--- config.mk ---
export PLATFORM = sky130hd
export DESIGN_NAME = cmfr_ctrl
export DESIGN_NICKNAME = d
export VERILOG_FILES = /design/src/rtl/cmfr_pkg.sv /design/src/rtl/cmfr_ctrl.sv
export SDC_FILE = /design/constraint.sdc
export NUM_CORES = 1
export LEC_CHECK = 0
export ABC_AREA = 1
export BUFFER_PORTS_ARGS = -buffer_cell sky130_fd_sc_hd__buf_2
export CAP_MARGIN = 20
export CORE_AREA = 2 2 39 41
export CTS_BUF_LIST = sky130_fd_sc_hd__clkbuf_16
export DETAILED_ROUTE_END_ITERATION = 10
export DIE_AREA = 0 0 41 43
export HOLD_SLACK_MARGIN = 0.05
export PLACE_DENSITY_LB_ADDON = 0.2
export SLEW_MARGIN = 20
export SYNTH_ARGS = -nofsm -noshare
export SYNTH_HDL_FRONTEND = slang
export SYNTH_SLANG_ARGS = --single-unit
--- constraint.sdc ---
create_clock -name clk_i -period 0.92 [get_ports clk_i]
set_input_delay 0.092 -clock clk_i [delete_from_list [all_inputs] [get_ports clk_i]]
set_output_delay 0.092 -clock clk_i [all_outputs]
set_load 0.02 [all_outputs]
--- src/rtl/cmfr_pkg.sv ---
package cmfr_pkg;

  // identifier field positions
  localparam int unsigned DestLsb = 21;
  localparam int unsigned SrcLsb  = 13;
  localparam int unsigned KindLsb = 5;

  // frame layout
  localparam int unsigned HdrBytes = 3;
  localparam int unsigned ChunkMax = 5;
  localparam logic [3:0]  MaxDlc   = 4'd8;
  localparam logic [3:0]  HdrDlc   = 4'd3;
  localparam logic [7:0]  FlagSet  = 8'd1;

  // per-node counter widths
  localparam int unsigned CntW  = 7;
  localparam int unsigned ExpW  = 8;
  localparam int unsigned MetaW = CntW + ExpW;

  typedef enum logic [2:0] {
    ST_IDLE,
    ST_LOOKUP,
    ST_EVAL,
    ST_WRITE,
    ST_EMIT_RD,
    ST_EMIT_LD
  } ctrl_state_e;

  // controller to datapath
  typedef struct packed {
    logic load_frame;
    logic meta_rd;
    logic eval;
    logic wr_byte;
    logic pay_rd;
    logic out_load;
  } cmd_t;

  // datapath to controller
  typedef struct packed {
    logic ok;
    logic chunk_zero;
    logic is_end;
    logic wr_last;
    logic emit_last;
    logic out_free;
  } status_t;

endpackage

--- src/rtl/cmfr_ctrl.sv ---
module cmfr_ctrl (
  input  logic              clk_i,
  input  logic              rst_ni,
  input  logic              in_valid_i,
  output logic              in_stall_o,
  input  cmfr_pkg::status_t status_i,
  output cmfr_pkg::cmd_t    cmd_o
);

  cmfr_pkg::ctrl_state_e state_q, state_d;

  // state register
  always_ff @(posedge clk_i or negedge rst_ni) begin
    if (!rst_ni) begin
      state_q <= cmfr_pkg::ST_IDLE;
    end else begin
      state_q <= state_d;
    end
  end

  // next state and commands
  always_comb begin
    state_d    = state_q;
    cmd_o      = '0;
    in_stall_o = 1'b1;
    case (state_q)
      cmfr_pkg::ST_IDLE: begin
        in_stall_o = 1'b0;
        if (in_valid_i) begin
          cmd_o.load_frame = 1'b1;
          state_d          = cmfr_pkg::ST_LOOKUP;
        end
      end
      cmfr_pkg::ST_LOOKUP: begin
        cmd_o.meta_rd = 1'b1;
        state_d       = cmfr_pkg::ST_EVAL;
      end
      cmfr_pkg::ST_EVAL: begin
        cmd_o.eval = 1'b1;
        if (!status_i.ok) begin
          state_d = cmfr_pkg::ST_IDLE;
        end else if (!status_i.chunk_zero) begin
          state_d = cmfr_pkg::ST_WRITE;
        end else if (status_i.is_end) begin
          state_d = cmfr_pkg::ST_EMIT_RD;
        end else begin
          state_d = cmfr_pkg::ST_IDLE;
        end
      end
      cmfr_pkg::ST_WRITE: begin
        cmd_o.wr_byte = 1'b1;
        if (status_i.wr_last) begin
          state_d = status_i.is_end ? cmfr_pkg::ST_EMIT_RD : cmfr_pkg::ST_IDLE;
        end
      end
      cmfr_pkg::ST_EMIT_RD: begin
        cmd_o.pay_rd = 1'b1;
        state_d      = cmfr_pkg::ST_EMIT_LD;
      end
      cmfr_pkg::ST_EMIT_LD: begin
        if (status_i.out_free) begin
          cmd_o.out_load = 1'b1;
          state_d = status_i.emit_last ? cmfr_pkg::ST_IDLE : cmfr_pkg::ST_EMIT_RD;
        end
      end
      default: begin
        state_d = cmfr_pkg::ST_IDLE;
      end
    endcase
  end

  // an accepted word always starts a lookup
  a_accept_lookup: assert property (@(posedge clk_i) disable iff (!rst_ni)
    in_valid_i && !in_stall_o |=> state_q == cmfr_pkg::ST_LOOKUP)
    else $error("accepted word did not start a lookup");

  // a word is loaded into the output register only from the emit state
  a_load_state: assert property (@(posedge clk_i) disable iff (!rst_ni)
    cmd_o.out_load |-> state_q == cmfr_pkg::ST_EMIT_LD && status_i.out_free)
    else $error("output load outside emit state");

  // emission always follows a read of the payload store
  a_emit_after_read: assert property (@(posedge clk_i) disable iff (!rst_ni)
    state_q == cmfr_pkg::ST_EMIT_LD && $past(state_q) != cmfr_pkg::ST_EMIT_LD |->
      $past(state_q) == cmfr_pkg::ST_EMIT_RD)
    else $error("emit state entered without a payload read");

endmodule

* Word-level counts from Yosys, hierarchy flattened *
Index checks and enable logic that the tools add are counted.

cells by class
  add/sub/neg operators = 0
  multipliers = 0
  divide/modulo/power cells = 0
  order comparisons = 0
  equal/unequal tests = 8
  shift-type cells = 0
  multiplexer cells = 17
  bitwise gates (word level) = 0
  reduce and logical (&&, ||, !) cells = 2

operator list
  cell                                                                    number
  3-bit 2-to-1 mux                                                        7
  3-bit case mux with 6 select lines                                      1
  1-bit 2-to-1 mux                                                        9
  3-bit by 2-bit equality test with 1-bit output (second input constant)  2
  3-bit equality test (second input constant)                             2
  2-bit inequality test (second input constant)                           3
  3-bit by 1-bit equality test with 1-bit output (second input constant)  1
  3-bit logical NOT                                                       1
  3-bit AND reduction                                                     1

word-level totals
  register bits = 3
  latch bits = 0
  bits in writable memories = 0
  memory bits (read-only) = 0
  bits of input ports = 9
  output and inout port bits = 7
  logic and storage cells = 28
  memories kept = 0

* Depth between registers and ports, before layout *
  depth after elaboration = 4
  gate-level depth with buffers = 7
  depth with buffers taken out = 7

* Worst setup path before layout *
Ideal clock, no wire load.

  path kind = reg-to-reg
  start = reg state_q[0]
  end = reg state_q[1]
  library setup time = 0.070 ns
  arrival time = 1.153 ns
  required time = 0.850 ns
  slack = -0.303 ns
  cell stages (with the launch flop) = 4
  path buffers = 0
  period minus slack after synthesis = 1.223 ns
  cell sequence = dfrtp_1 > inv_1 > nor3_1 > nand3b_1

on the way
  longest elaborated chain between the ends = 3

ends and longest elaborated chain
  element                                                                       RTL line         source
  start, declared                                                               cmfr_ctrl.sv:10  cmfr_pkg::ctrl_state_e state_q, state_d;
  start signal, assigned                                                        cmfr_ctrl.sv:15  state_q <= cmfr_pkg::ST_IDLE;
  start signal, assigned                                                        cmfr_ctrl.sv:17  state_q <= state_d;
  3-bit by 2-bit equality test with 1-bit output, or another cell as far along  cmfr_ctrl.sv:26  case (state_q)
  2-bit inequality test (no source line)                                        -
  3-bit AND reduction (no source line)                                          -

Several ways; a longest one is shown, not always the timed one.
A chain may end at the register's enable or synchronous reset.

==> metrics <==
Startpoint Class flop; count of pins on the block boundary 16; via/cell ratio 4.11; post-synthesis net count 52; distinct cell type count after synthesis 12; cells traversed along the worst timing path inv_2 -> buf_4 -> nand2_2 -> nor2_4 -> buf_6; max FFs per register 3; overall die area 1760 µm²; cell area after layout 607 µm²; total power 2.07 mW; clock transition at the register clock pins on the worst setup and hold paths after CTS 30 ps; number of cells on the worst hold path 4; worst setup slack after placement -222 ps; number of buffers inserted by port buffering 15; min cycle time layout 1220 ps; final max-slew violation count 0; routed via count 362; top flop regs state_q: 3 flops; largest delay contributor family on the critical path flip-flops; Max-Slew Margin vs Limit 87.9%; most common library cell in the layout ignoring fill and taps buf_4; Worst Setup End Kind output port; Filler Cell Count 149; violations in the final reports setup timing; number of register bits inferred by synthesis 3; cell count after synthesis 43; cell at the root of the clock tree clkbuf_16; site row count 14; CTS HTree Levels 1; Critical-path top delay cell dfrtp_2; average detailed-routed wire length per instance 8.98 µm; Initial Util 18.8%; remaining global-route overflow 0; Endpoint, Worst Hold state_q[2]$_DFFE_PN0P_; critical path class reg -> out; max capacitance violation total 0; Detailed Routing Iterations Pass 1 2; startpoint of the tightest hold check path status_i[0]; r2r endpoint state_q[1]$_DFFE_PN0P_; power density over cell area 3410 nW/µm²; count of unresolved DRC violations after routing 0; vertical die dimension 43 µm; area share of and/or/nand/nor cells after synthesis 54.8%; depth of the most critical reg-to-reg path 6; area after detailed placement 419 µm²; x dimension of the die 41 µm; minimum setup slack in the final design -301 ps; setup clock skew after layout 2.48 ps; maximum number of pins on one net before global-route repair 7; sum of routed wire length over all layers 790 µm; unrepaired setup endpoints after global routing true; HPWL after detailed placement 609 µm; final estimated routing congestion in global placement 0.672; Bufs and invs on worst path 3; wl on met1 326 µm; CP max stage delay 430 ps; maximum fanout along the worst path 5; post-route clock period utilization 133%; actual transition at the worst max-transition pin 181 ps; register-to-register setup slack -270 ps; Ys Warns 0; Placeable Area 1380 µm²; worst skew pair latency 220 ps; largest family of logic cells by synthesized area simple AND/OR/NAND/NOR gates; TritonCTS clock tree yes; highest-count cells in the layout ignoring fill and taps buf_4 (9), buf_2 (8), inv_1 (7), nand2_1 (7), buf_6 (7); required time of the worst setup path 830 ps; number of CTS-inserted buffers 3; largest vdd supply drop 1710 µV; clock sink count 3; path category of the worst min-delay check in -> reg; fmax 0.819 GHz; share of final-layout standard cells stronger than drive strength 1 61.1%; number of nets in the finished design 82; Leak 0.314 nW; detailed router's first-iteration violation count 5; register bank with the most flops state_q; mean area per synthesized cell 6.05 µm²; routed length on met3 28 µm; status finished, violations left; met2 routed wirelength 414 µm; mux cell area share after synthesis 0%; antenna violations before repair 0; highest routing layer actually used met4; number of global-route vias before repair 340; remaining antenna violation count after routing 0; endpoints failing setup 10; # diodes 0; share of the synthesized netlist area taken by xor and xnor gates 0%; first-pass GRT wire length 1370 µm; post-synthesis instance area 260 µm²; Hold Fails Final Rpt 0; CP arrival 1130 ps; area growth from synthesis to layout 133%; Tot GR Track Use 12.4%; largest buffer count on any clock path 2; sequential share of the synthesized area 28.8%; post-synthesis adder-cell area fraction 0%; worst reg2reg startpoint state_q[2]$_DFFE_PN0P_; fraction of the mapped netlist area in compound gates 1.92%
-- routing by layer --
metal / global-route usage (%) / vias to the layer above
met5: 0 / -
met4: 12.0 / 0
met3: 3.14 / 2
met2: 17.2 / 8
met1: 14.2 / 160
li1: - / 192
-- power breakdown --
group,leakage (nW),total [mW],switching (mW),internal (mW)
registers,0.0344,0.310,0.114,0.197
clock network,0.0423,0.684,0.123,0.561
logic,0.238,1.08,0.558,0.519
total,0.314,2.07,0.795,1.28
-- logic make-up (layout without fill, tap and decap cells) --
family | Yosys count | in the layout
flip-flops | 3 | 3
buffers and inverters | 10 | 39
AO/OA/AOI/OAI | 1 | 1
AND/OR/NAND/NOR | 29 | 29
-- cells in the mapped netlist --
cell type	instances	area [µm²]
inv_1	9	33.8
nand2_1	8	30.0
nor2_1	7	26.3
nand3_1	5	25.0
nor2_2	4	25.0
dfrtp_1	3	75.1
nand3b_1	2	15.0
a21oi_1	1	5.00
inv_2	1	3.75
nand4_1	1	6.26
nor3_1	1	5.00
nor3_2	1	10.0
-- cell type report --
| cell class | instances | area, µm² | share of cell area, % |
|---|---|---|---|
| Clock buffer | 3 | 75.1 | 12.4 |
| Clock inverter | 1 | 3.75 | 0.619 |
| Inverter | 10 | 37.5 | 6.19 |
| Multi-Input combinational cell | 30 | 195 | 32.2 |
| Sequential cell | 3 | 78.8 | 13.0 |
| Tap cell | 16 | 20.0 | 3.30 |
| Timing Repair Buffer | 25 | 196 | 32.4 |
-- worst max-delay path by stage --
| stage | slack [ps] | end | from | cells after the start |
|---|---|---|---|---|
| after CTS | -300 | cmd_o[4] | state_q[1]$_DFFE_PN0P_ | 3 |
| after global routing | -350 | state_q[0]$_DFFE_PN0P_ | state_q[1]$_DFFE_PN0P_ | 7 |
| after global placement | -210 | state_q[0]$_DFFE_PN0P_ | state_q[0]$_DFFE_PN0P_ | 5 |
| after floorplan | -170 | state_q[2]$_DFFE_PN0P_ | state_q[1]$_DFFE_PN0P_ | 7 |
| after detailed placement | -220 | state_q[0]$_DFFE_PN0P_ | state_q[0]$_DFFE_PN0P_ | 5 |
| final | -300 | cmd_o[5] | state_q[2]$_DFFE_PN0P_ | 5 |
-- through the flow --
stage | util, % | instances | hold slack (ps) | setup TNS [ps]
CTS | 42.6 | 87 | 136 | -2650
global route | 43.9 | 88 | 158 | -3250
finish | 43.9 | 88 | 133 | -2580
floorplan | - | 43 | -204 | -667
detailed placement | 30.3 | 79 | -109 | -1160
global placement | 30.3 | 79 | -111 | -1150
-- tightest hold or removal path, stage by stage --
cell and delay, ps:
buf_2 90, nor2_2 50, inv_1 40, nand2_1 40
-- repair_timing --
item | CTS | global route
pin swaps | 6 | 8
hold buffers | 1 | 0
endpoints found under the setup margin | 10 | 10
resized for setup | 19 | 3
endpoints found under the hold margin | 3 | 0
setup buffers | 3 | 1
Power figures use the tool's default switching activity.
